[config.mk]
export PLATFORM = sky130hd
export DESIGN_NAME = interval_value_spread
export DESIGN_NICKNAME = d
export VERILOG_FILES = /design/src/ivs_pkg.sv /design/src/ivs_front.sv /design/src/ivs_back.sv /design/src/interval_value_spread.sv
export VERILOG_INCLUDE_DIRS = /design/src /design/src/src
export SDC_FILE = /design/constraint.sdc
export NUM_CORES = 2
export LEC_CHECK = 0
export ABC_CLOCK_PERIOD_IN_PS = 7100
export BUFFER_PORTS_ARGS = -buffer_cell sky130_fd_sc_hd__buf_2
export CAP_MARGIN = 20
export CORE_ASPECT_RATIO = 1.5
export CORE_MARGIN = 3
export CORE_UTILIZATION = 50
export DETAILED_ROUTE_END_ITERATION = 10
export GPL_ROUTABILITY_DRIVEN = 0
export PLACE_DENSITY_LB_ADDON = 0.2
export SLEW_MARGIN = 5
export SYNTH_ARGS = -nofsm -noshare
export SYNTH_HDL_FRONTEND = slang
export SYNTH_SLANG_ARGS = --single-unit
[constraint.sdc]
create_clock -name clk -period 7.1 [get_ports clk]
set_input_delay 1.065 -clock clk [delete_from_list [all_inputs] [get_ports clk]]
set_output_delay 1.065 -clock clk [all_outputs]
set_load 0.05 [all_outputs]
[src/assert_macros.svh]
// ----------------------------------------------------------------------------
// assert_macros
// shared concurrent assertion macros for the rtl
// ----------------------------------------------------------------------------
`ifndef ASSERT_MACROS_SVH
`define ASSERT_MACROS_SVH

// same-cycle implication
`define ASSERT_IMPLIES(label, clk, rst, a, b) \
  label: assert property (@(posedge clk) disable iff (rst) (a) |-> (b)) \
    else $error("assertion failed: same-cycle implication");

// next-cycle implication
`define ASSERT_NEXT(label, clk, rst, a, b) \
  label: assert property (@(posedge clk) disable iff (rst) (a) |=> (b)) \
    else $error("assertion failed: next-cycle implication");

`endif

[src/ivs_pkg.sv]
// ----------------------------------------------------------------------------
// ivs_pkg
// shared types and constants of the interval value spread block
// ----------------------------------------------------------------------------
package ivs_pkg;

  localparam int FINE_ROWS   = 64;
  localparam int PERIOD_ROWS = 32;
  localparam int QUEUE_DEPTH = 4;

  localparam int FINE_IDX_W  = $clog2(FINE_ROWS);
  localparam int FINE_CNT_W  = $clog2(FINE_ROWS + 1);
  localparam int PER_IDX_W   = $clog2(PERIOD_ROWS);
  localparam int PER_CNT_W   = $clog2(PERIOD_ROWS + 1);
  localparam int QUEUE_PTR_W = $clog2(QUEUE_DEPTH);
  localparam int QUEUE_CNT_W = $clog2(QUEUE_DEPTH + 1);

  localparam int TIME_W   = 32;
  localparam int VALUE_W  = 7;
  localparam int LENGTH_W = 20;
  localparam int SPREAD_W = 8;
  localparam int ROW_W    = 6;

  localparam logic [FINE_CNT_W-1:0]  FINE_FULL   = FINE_CNT_W'(FINE_ROWS);
  localparam logic [PER_CNT_W-1:0]   PERIOD_FULL = PER_CNT_W'(PERIOD_ROWS);
  localparam logic [QUEUE_CNT_W-1:0] QUEUE_FULL  = QUEUE_CNT_W'(QUEUE_DEPTH);

  localparam logic [LENGTH_W-1:0] PERIOD_LENGTH_RESET = 20'd43200;
  localparam logic [SPREAD_W-1:0] NO_SPREAD           = 8'hFF;

  typedef enum logic [1:0] {
    CMD_LOAD_FINE   = 2'd0,
    CMD_LOAD_PERIOD = 2'd1,
    CMD_RUN         = 2'd2,
    CMD_NONE        = 2'd3
  } cmd_t;

  typedef struct packed {
    cmd_t                cmd;
    logic [TIME_W-1:0]   time_value;
    logic [VALUE_W-1:0]  period_value;
  } ivs_item_t;

  typedef struct packed {
    logic                last_row;
    logic [SPREAD_W-1:0] spread_value;
    logic [ROW_W-1:0]    row_index;
  } ivs_result_t;

endpackage

[src/ivs_front.sv]
// ----------------------------------------------------------------------------
// ivs_front
// accepts input items, drops unused commands, queues the rest for the back end
// ----------------------------------------------------------------------------
module ivs_front import ivs_pkg::*; (
  input  logic      clk,
  input  logic      rst,
  input  logic      in_valid,
  output logic      in_ready,
  input  ivs_item_t in_item,
  output logic      q_valid,
  input  logic      q_ready,
  output ivs_item_t q_item
);

  ivs_item_t               slots [QUEUE_DEPTH];
  logic [QUEUE_PTR_W-1:0]  wr_ptr;
  logic [QUEUE_PTR_W-1:0]  rd_ptr;
  logic [QUEUE_CNT_W-1:0]  count;
  logic                    push;
  logic                    pop;

  assign in_ready = (count != QUEUE_FULL);
  assign push     = in_valid && in_ready && (in_item.cmd != CMD_NONE);
  assign q_valid  = (count != '0);
  assign pop      = q_valid && q_ready;
  assign q_item   = slots[rd_ptr];

  always_ff @(posedge clk) begin
    if (push) begin
      slots[wr_ptr] <= in_item;
    end
  end

  always_ff @(posedge clk) begin
    if (rst) begin
      wr_ptr <= '0;
      rd_ptr <= '0;
      count  <= '0;
    end else begin
      if (push) begin
        wr_ptr <= wr_ptr + 1'b1;
      end
      if (pop) begin
        rd_ptr <= rd_ptr + 1'b1;
      end
      if (push && !pop) begin
        count <= count + 1'b1;
      end else if (pop && !push) begin
        count <= count - 1'b1;
      end
    end
  end

endmodule

[src/ivs_back.sv]
// ----------------------------------------------------------------------------
// ivs_back
// table storage, range searches and row emission sequencer
// ----------------------------------------------------------------------------
module ivs_back import ivs_pkg::*; (
  input  logic                clk,
  input  logic                rst,
  input  logic [LENGTH_W-1:0] period_length,
  input  logic                q_valid,
  output logic                q_ready,
  input  ivs_item_t           q_item,
  output logic                out_valid,
  input  logic                out_ready,
  output ivs_result_t         out_result
);

  typedef enum logic [2:0] {
    ST_IDLE,
    ST_SS_RD,
    ST_SS_CMP,
    ST_ES_RD,
    ST_ES_CMP,
    ST_EM_RD,
    ST_EM_CMP,
    ST_EM_OUT
  } state_t;

  state_t                 st;
  logic [TIME_W-1:0]      fine_mem [FINE_ROWS];
  logic [TIME_W-1:0]      end_mem  [PERIOD_ROWS];
  logic [VALUE_W-1:0]     val_mem  [PERIOD_ROWS];
  logic [TIME_W-1:0]      fine_q;
  logic [TIME_W-1:0]      end_q;
  logic [VALUE_W-1:0]     val_q;

  logic [FINE_CNT_W-1:0]  fine_count;
  logic [PER_CNT_W-1:0]   period_count;
  logic [FINE_IDX_W-1:0]  r;
  logic [PER_IDX_W-1:0]   p;
  logic [PER_IDX_W-1:0]   pidx;
  logic [FINE_IDX_W-1:0]  start;
  logic [FINE_IDX_W-1:0]  stop;
  logic                   found;
  logic                   have_end;
  logic                   in_range;

  logic                   fine_we;
  logic                   per_we;
  logic [FINE_IDX_W-1:0]  last_fine;
  logic [PER_IDX_W-1:0]   last_per;
  logic [PER_IDX_W-1:0]   pidx_inc;
  logic [PER_IDX_W-1:0]   end_addr;
  logic [PER_IDX_W-1:0]   val_addr;
  logic                   cover_c;
  logic                   in_range_c;
  logic                   adv_c;
  logic                   out_free;
  logic                   emit;

  assign q_ready   = (st == ST_IDLE);
  assign fine_we   = (st == ST_IDLE) && q_valid && (q_item.cmd == CMD_LOAD_FINE)
                     && (fine_count < FINE_FULL);
  assign per_we    = (st == ST_IDLE) && q_valid && (q_item.cmd == CMD_LOAD_PERIOD)
                     && (period_count < PERIOD_FULL);
  assign last_fine = FINE_IDX_W'(fine_count - 1'b1);
  assign last_per  = PER_IDX_W'(period_count - 1'b1);
  assign pidx_inc  = pidx + 1'b1;
  assign out_free  = !out_valid || out_ready;
  assign emit      = (st == ST_EM_OUT) && out_free;

  // period covers t when end - length <= t <= end
  assign cover_c = (({1'b0, fine_q} + (TIME_W + 1)'(period_length)) >= {1'b0, end_q})
                   && (fine_q <= end_q);
  assign in_range_c = found && have_end && (r >= start) && (r <= stop);
  assign adv_c      = (fine_q > end_q) && ((PER_CNT_W'(pidx) + 1'b1) < period_count);

  always_comb begin
    unique case (st)
      ST_SS_RD: end_addr = p;
      ST_ES_RD: end_addr = last_per;
      default:  end_addr = pidx;
    endcase
    val_addr = ((st == ST_EM_CMP) && in_range_c && adv_c) ? pidx_inc : pidx;
  end

  always_ff @(posedge clk) begin
    if (fine_we) begin
      fine_mem[fine_count[FINE_IDX_W-1:0]] <= q_item.time_value;
    end
    fine_q <= fine_mem[r];
  end

  always_ff @(posedge clk) begin
    if (per_we) begin
      end_mem[period_count[PER_IDX_W-1:0]] <= q_item.time_value;
      val_mem[period_count[PER_IDX_W-1:0]] <= q_item.period_value;
    end
    end_q <= end_mem[end_addr];
    val_q <= val_mem[val_addr];
  end

  always_ff @(posedge clk) begin
    if (rst) begin
      st           <= ST_IDLE;
      fine_count   <= '0;
      period_count <= '0;
      out_valid    <= 1'b0;
    end else begin
      if (emit) begin
        out_valid <= 1'b1;
      end else if (out_valid && out_ready) begin
        out_valid <= 1'b0;
      end
      unique case (st)
        ST_IDLE: begin
          if (q_valid) begin
            unique case (q_item.cmd)
              CMD_LOAD_FINE: begin
                if (fine_we) begin
                  fine_count <= fine_count + 1'b1;
                end
              end
              CMD_LOAD_PERIOD: begin
                if (per_we) begin
                  period_count <= period_count + 1'b1;
                end
              end
              CMD_RUN: begin
                r        <= '0;
                p        <= '0;
                pidx     <= '0;
                found    <= 1'b0;
                have_end <= 1'b0;
                if (fine_count == '0) begin
                  period_count <= '0;
                end else if (period_count == '0) begin
                  st <= ST_EM_RD;
                end else begin
                  st <= ST_SS_RD;
                end
              end
              CMD_NONE: begin
              end
            endcase
          end
        end
        ST_SS_RD: begin
          st <= ST_SS_CMP;
        end
        ST_SS_CMP: begin
          if (cover_c) begin
            start <= r;
            pidx  <= p;
            found <= 1'b1;
            r     <= last_fine;
            st    <= ST_ES_RD;
          end else if (r == last_fine) begin
            r <= '0;
            if (p == last_per) begin
              st <= ST_EM_RD;
            end else begin
              p  <= p + 1'b1;
              st <= ST_SS_RD;
            end
          end else begin
            r  <= r + 1'b1;
            st <= ST_SS_RD;
          end
        end
        ST_ES_RD: begin
          st <= ST_ES_CMP;
        end
        ST_ES_CMP: begin
          if (fine_q <= end_q) begin
            stop     <= r;
            have_end <= 1'b1;
            r        <= '0;
            st       <= ST_EM_RD;
          end else if (r == '0) begin
            st <= ST_EM_RD;
          end else begin
            r  <= r - 1'b1;
            st <= ST_ES_RD;
          end
        end
        ST_EM_RD: begin
          st <= ST_EM_CMP;
        end
        ST_EM_CMP: begin
          in_range <= in_range_c;
          if (in_range_c && adv_c) begin
            pidx <= pidx_inc;
          end
          st <= ST_EM_OUT;
        end
        ST_EM_OUT: begin
          if (out_free) begin
            out_result.row_index    <= ROW_W'(r);
            out_result.spread_value <= in_range ? {1'b0, val_q} : NO_SPREAD;
            out_result.last_row     <= (r == last_fine);
            if (r == last_fine) begin
              fine_count   <= '0;
              period_count <= '0;
              st           <= ST_IDLE;
            end else begin
              r  <= r + 1'b1;
              st <= ST_EM_RD;
            end
          end
        end
        default: begin
          st <= ST_IDLE;
        end
      endcase
    end
  end

endmodule

[src/interval_value_spread.sv]
// ----------------------------------------------------------------------------
// interval_value_spread
// spreads period values over sorted fine times inside the covered range
// ----------------------------------------------------------------------------
// usage:
//   s_* carries items: tuser holds the command (load fine time, load period
//   entry, run), tdata the time and the period value. loads produce nothing;
//   a run emits one item per loaded fine row on m_*, tlast on the final row,
//   then clears both row counts. cfg_* writes the period length; the user
//   must do so only while idle, as the block itself does not enforce it.
//   a load is taken from the queue. a run visits ST_SS_RD and ST_SS_CMP per
//   (period, row) pair in the start search, ST_ES_RD and ST_ES_CMP per row
//   in the end search, then ST_EM_RD, ST_EM_CMP and ST_EM_OUT per emitted row.
//   every step waits on a registered read of the single-port table memories.
//   a four-entry queue lets loads and runs be taken while a run is busy.
// reset:
//   rst clears the queue, both row counts and the output stage, and sets the
//   period length to 43200 seconds. table contents are kept.
// stall:
//   when an output item waits and m_tready is low the emitter holds; once
//   the queue fills s_tready drops.
// ----------------------------------------------------------------------------
`include "assert_macros.svh"

module interval_value_spread import ivs_pkg::*; (
  input  logic        clk,
  input  logic        rst,
  input  logic        s_tvalid,
  output logic        s_tready,
  input  logic [39:0] s_tdata,   // time_value, period_value, zero pad
  input  logic [1:0]  s_tuser,   // command
  output logic        m_tvalid,
  input  logic        m_tready,
  output logic [15:0] m_tdata,   // row_index, spread_value, zero pad
  output logic        m_tlast,
  input  logic        cfg_valid,
  output logic        cfg_ready,
  input  logic [19:0] cfg_data
);

  logic [LENGTH_W-1:0] period_length;
  ivs_item_t           in_item;
  ivs_item_t           q_item;
  logic                q_valid;
  logic                q_ready;
  ivs_result_t         result;

  assign cfg_ready = 1'b1;

  always_ff @(posedge clk) begin
    if (rst) begin
      period_length <= PERIOD_LENGTH_RESET;
    end else if (cfg_valid && cfg_ready) begin
      period_length <= cfg_data;
    end
  end

  assign in_item.cmd          = cmd_t'(s_tuser);
  assign in_item.time_value   = s_tdata[TIME_W-1:0];
  assign in_item.period_value = s_tdata[TIME_W+VALUE_W-1:TIME_W];

  ivs_front u_front (
    .clk      (clk),
    .rst      (rst),
    .in_valid (s_tvalid),
    .in_ready (s_tready),
    .in_item  (in_item),
    .q_valid  (q_valid),
    .q_ready  (q_ready),
    .q_item   (q_item)
  );

  ivs_back u_back (
    .clk           (clk),
    .rst           (rst),
    .period_length (period_length),
    .q_valid       (q_valid),
    .q_ready       (q_ready),
    .q_item        (q_item),
    .out_valid     (m_tvalid),
    .out_ready     (m_tready),
    .out_result    (result)
  );

  assign m_tdata = {2'b00, result.spread_value, result.row_index};
  assign m_tlast = result.last_row;

  // unused commands never reach the back end
  `ASSERT_IMPLIES(a_no_unused_cmd, clk, rst, q_valid && q_ready, q_item.cmd != CMD_NONE)
  // a stalled output item holds until it is taken
  `ASSERT_NEXT(a_out_hold, clk, rst, m_tvalid && !m_tready, m_tvalid && $stable(m_tdata) && $stable(m_tlast))
  // the back end pulls no queue item while a run is still emitting
  `ASSERT_IMPLIES(a_no_pop_mid_run, clk, rst, q_ready && m_tvalid && !m_tready, m_tlast)

endmodule
======== After elaboration in Yosys (flattened, before gate mapping) ========
Memories as Yosys holds them, arrays and structs flattened. A register that Yosys moved wholly into a read port is not among the register bits.
Index checks and enable logic that the tools add are counted.
cells by class
  div/mod/pow operators ................... 0
  multiplexer cells ....................... 64
  reduce and logical (&&, ||, !) cells .... 48
  $mul .................................... 0
  $add $sub $neg .......................... 14
  shift-type cells ........................ 0
  equality and inequality tests ........... 31
  bitwise gates (word level) .............. 1
  $lt $le $gt $ge ......................... 8
operator list
  operator                                                            number
  6-bit 2-to-1 mux                                                    13
  5-bit 2-to-1 mux                                                    8
  3-bit 2-to-1 mux                                                    13
  7-bit 2-to-1 mux                                                    5
  32-bit by 20-bit adder with 33-bit output                           1
  33-bit by 32-bit >= comparator with 1-bit output                    1
  32-bit greater-than comparator                                      1
  32-bit less-or-equal comparator                                     1
  3-bit case mux with 8 select lines                                  1
  6-bit case mux with 2 select lines                                  2
  6-bit case mux with 4 select lines                                  1
  7-bit AND reduction                                                 3
  5-bit case mux with 2 select lines                                  2
  1-bit logical AND                                                   19
  2-bit by 1-bit != test with 1-bit output, second input constant     8
  5-bit case mux with 3 select lines                                  1
  2-bit != test, second input constant                                7
  7-bit case mux with 2 select lines                                  1
  6-bit by 1-bit adder with 6-bit output, second input constant       2
  3-bit equality test, second input constant                          4
  6-bit logical NOT                                                   2
  1-bit 2-to-1 mux                                                    12
  6-bit AND reduction                                                 2
  6-bit by 1-bit subtractor with 6-bit output, second input constant  2
  other kinds (37)                                                    54
storage, ports and cells
  register bits after elaboration ......... 90
  word-level logic and storage cells ...... 190
  bits of input ports ..................... 67
  memories kept ........................... 4
  bits in latches ......................... 0
  output and inout port bits .............. 20
  memory bits (read-only) ................. 0
  RAM bits ................................ 3460
memories
  memory           words  bits a word  rd ports  clocked after memory_dff  wr ports  RTL line         source
  u_back.fine_mem  64     32           1         1                         1         ivs_back.sv:29   logic [TIME_W-1:0] fine_mem [FINE_ROWS];
  u_back.end_mem   32     32           1         1                         1         ivs_back.sv:30   logic [TIME_W-1:0] end_mem [PERIOD_ROWS];
  u_back.val_mem   32     7            1         1                         1         ivs_back.sv:31   logic [VALUE_W-1:0] val_mem [PERIOD_ROWS];
  u_front.slots    4      41           1         1                         1         ivs_front.sv:16  ivs_item_t slots [QUEUE_DEPTH];

======== Logic depth before layout (Yosys ltp) ========
  depth in word-level cells ............... 8
  depth in mapped cells ................... 25
  gate-level depth less buffers ........... 25

======== Modules after synthesis ========
A second synthesis with hierarchy kept.
unflattened totals
  cells, all modules ...................... 7257
  area, all modules ....................... 144020.6 um2
by module, submodules not included
  module                 area each (um2)  cells each  times used  sequential area each (um2)
  ivs_back               136831.2         6923        1           102117.9
  ivs_front              6418.7           264         1           5104.9
  interval_value_spread  770.7            70          1           400.4

======== Worst setup path before layout ========
Ideal clock, no wire load.
  kind .................................... register -> register
  start ................................... register period_length[0]
  end ..................................... register u_back.p[0] (enable)
  buffers on the path ..................... 0
  cell stages (with the launch flop) ...... 24
  path slack .............................. 1905 ps
  setup time .............................. 398 ps
  clock period less this slack ............ 5195 ps
  data required time ...................... 6702 ps
  data arrival time ....................... 4797 ps
  cell sequence ........................... dfxtp_1 ha_1 inv_1 fa_1 nor2b_1 o21ai_0 a21boi_1 o211ai_1 a211oi_1 o311a_1 o31ai_2 nor2_1 xor2_1 ha_1 a21o_1 a21o_1 a21oi_1 nor2_1 a211oi_1 o31a_1 o21ai_1 nand2_1 nand3_1 a2111oi_0
between the ends
  word-level cells in the longest chain between the ends .. 5
ends and longest elaborated chain
  item                                              RTL line                     source
  start: declaration                                interval_value_spread.sv:41  logic [LENGTH_W-1:0] period_length;
  start signal: assignment                          interval_value_spread.sv:54  period_length <= cfg_data;
  32-bit by 20-bit adder with 33-bit output         ivs_back.sv:72               assign cover_c = (({1'b0, fine_q} + (TIME_W + 1)'(period_length)) >= {1'b0, end_q})
  33-bit by 32-bit >= comparator with 1-bit output  ivs_back.sv:72
  1-bit logical AND                                 ivs_back.sv:73               && (fine_q <= end_q);
  2-bit != test (no source line)                    n/a
  7-bit AND reduction (no source line)              n/a
  end signal: assignment                            ivs_back.sv:162              p <= p + 1'b1;
  end: declaration                                  ivs_back.sv:39               logic [PER_IDX_W-1:0] p;
No other way between the ends.
A chain may end at the register's enable or synchronous reset.

======== Final worst setup path ========
  start ................................... register u_back.fine_q[1], read port of u_back.fine_mem
  end ..................................... register u_back.pidx[3] (enable)
between the ends
  word-level cells in the longest chain between the ends .. 5
  elaborated cells between the ends (all ways) .. 10
  classes of those cells .................. add/sub (1); order compare (3); eq/ne (2); reduce/logical (4)
ends and longest elaborated chain
  item                                                                                                RTL line                         source
  start: declaration                                                                                  ivs_back.sv:32                   logic [TIME_W-1:0] fine_q;
  32-bit by 20-bit adder with 33-bit output / 32-bit greater-than comparator (equally long branches)  ivs_back.sv:72, ivs_back.sv:75
  33-bit by 32-bit >= comparator with 1-bit output / 1-bit logical AND (equally long branches)        ivs_back.sv:72, ivs_back.sv:75
  1-bit logical AND, on equally long branches                                                         ivs_back.sv:73, ivs_back.sv:191
  2-bit by 1-bit != test with 1-bit output (no source line) / 2-bit != test (equally long branches)   n/a
  6-bit AND reduction (no source line) *                                                              n/a
  end signal: assignment                                                                              ivs_back.sv:153                  pidx <= p;
  end signal: assignment                                                                              ivs_back.sv:192                  pidx <= pidx_inc;
  end: declaration                                                                                    ivs_back.sv:40                   logic [PER_IDX_W-1:0] pidx;
Mark *: on every way between the ends. The rest lies on a longest branch, timed or not.

==> results.json <==
{
  "netSwitchingPower_mw": 20.8,
  "power_frac_seq": 0.417,
  "hold_path_end": "u_front.slots[0][34]",
  "critical-path-max-stage-delay_ns": 0.81,
  "most_crowded_layer_gr": "met2",
  "post-cts-setup-buffer-count": 0,
  "cts.repair.resized": 0,
  "route.detailed.wl_per_inst_um": 32.1,
  "worst_clock_skew_ns": 0.0611,
  "routed-via-count": 73537,
  "leakage_nw": 50.6,
  "finalCritPeriodShare": 0.845,
  "grt_start_max_net_pins": 179,
  "r2r_start": "u_back.fine_q[1]",
  "port-buffer-count": 82,
  "dp_hpwl_um": 215000,
  "worst_setup_path_start_kind": "flop",
  "setup_violating_endpoint_count_in_the_final_report": 0,
  "finalCriticalPeriod_ns": 6.00,
  "synthesis.area_um2": 142000,
  "ys_warn_count": 0,
  "fin_cells": 11760,
  "preCtsSetupSlack_ns": 1.27,
  "final_layout_size_suffix_gt1_frac": 0.207,
  "status": "finished, final reports clean",
  "tightestPinTransition_ns": 1.28,
  "postSynthRegisterBits": 3623,
  "path_max_fanout": 10,
  "fin_tns_setup_ns": 0,
  "synth-async-reset-ratio": 0,
  "first_pass_grt_wire_length_um": 537000,
  "drv.max_cap_violation_count": 0,
  "critical_path.cell_chain": "ha_1 -> a21o_1 -> a21oi_1 -> o21ai_0 -> a21oi_1 -> nor3_1 -> a21oi_1 -> a2111oi_0 -> o31a_1 -> o21a_1 -> nand3_1 -> xnor2_1 -> ha_1 -> nand4_1 -> o31a_1 -> o31a_1 -> o21ai_1 -> nand3_1 -> a31oi_1",
  "clock_path_buffers": 4,
  "report.final.slew_viol_count": 0,
  "finalWorstSetupSlack_ns": 1.10,
  "end_kind": "flop",
  "hold_violations": 0,
  "cpLargestDelayFamily": "compound AO/OA/AOI/OAI gates",
  "min_path_type": "input pin to flop",
  "tritoncts": "built",
  "worstSetupPathType": "flop to flop",
  "design.die.area_um2": 291000,
  "cellPowerDensity_nw_per_um2": 401,
  "synth_flop_cell": "sky130_fd_sc_hd__edfxtp_1",
  "gr-usage-met3": 0.0381,
  "fillCellCount": 21182,
  "first_global_vias": 73891,
  "critical_path.reg2reg.endpoint": "u_back.pidx[3]",
  "postSynthAreaPerCell_um2": 18.9,
  "groute.usage.overall": 0.259,
  "firstDrtPassIters": 6,
  "deepest_level_of_the_cts_h_tree": 5,
  "antenna_found_initial": 35,
  "internal_power_of_the_cells_mw": 43.1,
  "r2r_setup_slk_ns": 1.10,
  "switching_share": 0.326,
  "floorplan.rows": 239,
  "hold-worst-slack_ns": 0.397,
  "synth_seq_area_share": 0.757,
  "post_drt_via_cell_ratio": 6.25,
  "worst_skew_pair.late_latency_ns": 0.89,
  "yosysUniqueCellTypes": 73,
  "grt_util_met2": 0.440,
  "dieWidth_um": 441,
  "drc_errors": 0,
  "final_design_area_no_fill_um2": 159000,
  "worst_hold_path.num_cells": 1,
  "crit_required_ns": 7.60,
  "grt_setup_unrepaired": "no",
  "cts_sinks": 3623,
  "detail_route.wirelength_um": 377000,
  "top_level_ports": 87,
  "cts-root-buf": "sky130_fd_sc_hd__clkbuf_16",
  "detailedRoute.firstIterationViolations": 7836,
  "grt_remaining_overflow": 0,
  "fp.dieH_um": 659,
  "placedInstanceArea_um2": 149000,
  "initial_core_util": 0.503,
  "clk_pin_slew_worst_paths_ns": 0.07,
  "critical_path_buf_inv_count": 0,
  "core_area_um2": 283000,
  "final_antenna_net_count": 0,
  "placed_cells_incl_taps": 11141,
  "rr_worst_depth": 19,
  "met1_track_usage_gr": 0.329,
  "cts_buffers": 329,
  "comb_power_share": 0.306,
  "cts_hold_repair.buffers": 0,
  "maxSlewHeadroom": 0.144,
  "data_arrival_time_of_the_critical_path_ns": 6.49,
  "design.final.nets": 7934,
  "critical_path.slowest_cell": "sky130_fd_sc_hd__a31oi_1",
  "synth_enable_flop_cells": 3506,
  "power.clock.fraction": 0.278,
  "area_growth_syn_to_layout_pct": 12.1,
  "worst_hold_startpoint": "s_tdata[27]",
  "peak_clock_frequency_supported_by_timing_ghz": 0.167,
  "vdd_drop_max_mv": 0.285,
  "syn_inst": 7526
}
-- layout make-up --
class / count / area, um2 / area share
inverter: 84 / 315 / 0.00198
antenna: 18 / 45.0 / 0.000283
clock inverter: 182 / 1810 / 0.0113
tap: 3735 / 4670 / 0.0293
multi-input combinational: 3376 / 33400 / 0.210
sequential: 3623 / 108000 / 0.675
timing repair buffer: 335 / 2760 / 0.0173
clock buffer: 407 / 8790 / 0.0551
-- Yosys cell counts, types with 7 or more instances --
cell type / count / area share
sky130_fd_sc_hd__nor2b_1: 16 / 0.00070
sky130_fd_sc_hd__and2_0: 17 / 0.00075
sky130_fd_sc_hd__a21oi_1: 157 / 0.0055
sky130_fd_sc_hd__and2_1: 250 / 0.011
sky130_fd_sc_hd__a31oi_1: 146 / 0.0064
sky130_fd_sc_hd__nand3_1: 73 / 0.0026
sky130_fd_sc_hd__a211oi_1: 369 / 0.019
sky130_fd_sc_hd__edfxtp_1: 3506 / 0.74
sky130_fd_sc_hd__a21o_1: 59 / 0.0031
sky130_fd_sc_hd__nand2b_1: 18 / 0.00079
sky130_fd_sc_hd__buf_2: 27 / 0.00095
sky130_fd_sc_hd__mux2i_1: 94 / 0.0066
sky130_fd_sc_hd__and3_1: 15 / 0.00066
sky130_fd_sc_hd__clkbuf_1: 337 / 0.0089
sky130_fd_sc_hd__inv_1: 84 / 0.0022
sky130_fd_sc_hd__xor2_1: 28 / 0.0017
sky130_fd_sc_hd__o21ai_1: 8 / 0.00028
sky130_fd_sc_hd__or3_1: 7 / 0.00031
sky130_fd_sc_hd__mux4_2: 707 / 0.11
sky130_fd_sc_hd__nor2_1: 195 / 0.0051
sky130_fd_sc_hd__dfxtp_1: 117 / 0.016
sky130_fd_sc_hd__mux2_2: 19 / 0.0015
sky130_fd_sc_hd__nor3_1: 21 / 0.00074
sky130_fd_sc_hd__nand4_1: 24 / 0.0011
sky130_fd_sc_hd__buf_1: 70 / 0.0018
sky130_fd_sc_hd__nand2_1: 702 / 0.019
sky130_fd_sc_hd__o21ai_0: 47 / 0.0017
sky130_fd_sc_hd__ha_1: 116 / 0.010
sky130_fd_sc_hd__a311oi_1: 129 / 0.0079
sky130_fd_sc_hd__a32oi_1: 17 / 0.0010
sky130_fd_sc_hd__xnor2_1: 48 / 0.0030
-- registers in the layout, indices dropped and copies added (netlist names), 7 cells and up, named ones only --
signal and flops:
u_back.fine_mem 2048, u_back.end_mem 1024, u_back.val_mem 224, u_front.slots 164, u_back.end_q 32, u_back.fine_q 32
period_length 20, u_back.out_result 15, u_back.fine_count 7, u_back.val_q 7
-- layer usage --
layer,vias up,part of all wire
li1,30905,-
met1,39142,0.37
met2,2811,0.51
met3,665,0.066
met4,14,0.054
met5,-,0.00024
-- cell families (layout without fill, tap and decap cells) --
kind of cell | count (synthesis) | in the layout | share of synthesized area
and+or+nand+nor | 1360 | 1360 | 0.0435
muxes | 820 | 820 | 0.120
DFF | 3623 | 3623 | 0.757
buffers and inverters | 528 | 1008 | 0.0145
AOI/OAI and AO/OA | 997 | 997 | 0.0495
xor gates and xnor gates | 78 | 78 | 0.00491
other | 2 | 21 | 0.0000528
adders and majority gates | 118 | 118 | 0.0105
-- worst max-delay path by stage --
| stage | from | end | depth (start not counted) |
|---|---|---|---|
| after floorplan | period_length[0] | u_back.p[0] | 23 |
| after global placement | u_back.fine_q[1] | u_back.pidx[2] | 19 |
| after detailed placement | u_back.fine_q[1] | u_back.pidx[0] | 19 |
| after CTS | u_back.fine_q[1] | u_back.pidx[2] | 19 |
| after global routing | u_back.fine_q[1] | u_back.pidx[2] | 19 |
| final | u_back.fine_q[1] | u_back.pidx[3] | 19 |
-- power by group through the flow --
stage | clock network, mW | registers [mW] | logic [mW]
4_1_cts | 18.0 | 26.6 | 19.6
6_report | 17.7 | 26.6 | 19.5
5_1_grt | 18.8 | 26.6 | 20.7
3_5_place_dp | 0 | 27.1 | 19.5
2_1_floorplan | 0 | 26.9 | 12.1
3_3_place_gp | 0 | 27.1 | 19.1
-- per-stage QoR --
stage,utilization,power (mW)
floorplan,-,39.0
global placement,0.525,46.2
detailed placement,0.525,46.6
CTS,0.563,64.2
global route,0.563,66.2
finish,0.564,63.9
-- placed cells by master (no fill, tap or decap), drive strengths merged, types with 16 or more instances in the layout --
cell type and count:
mux2i 94, diode 18, ha 116, a32oi 17, a311oi 129, xnor2 50, nor3 21, clkbuf 408
o21ai 57, a211oi 369, clkinv 128, nand4 24, buf 334, a31oi 147, edfxtp 3506, nand2b 18
nand3 74, nor2 197, and2 267, a21o 59, a21oi 158, mux2 19, mux4 707, inv 91
nor2b 16, dfxtp 117, nand2 702, bufinv 34, xor2 28
Power figures use the tool's default switching activity.
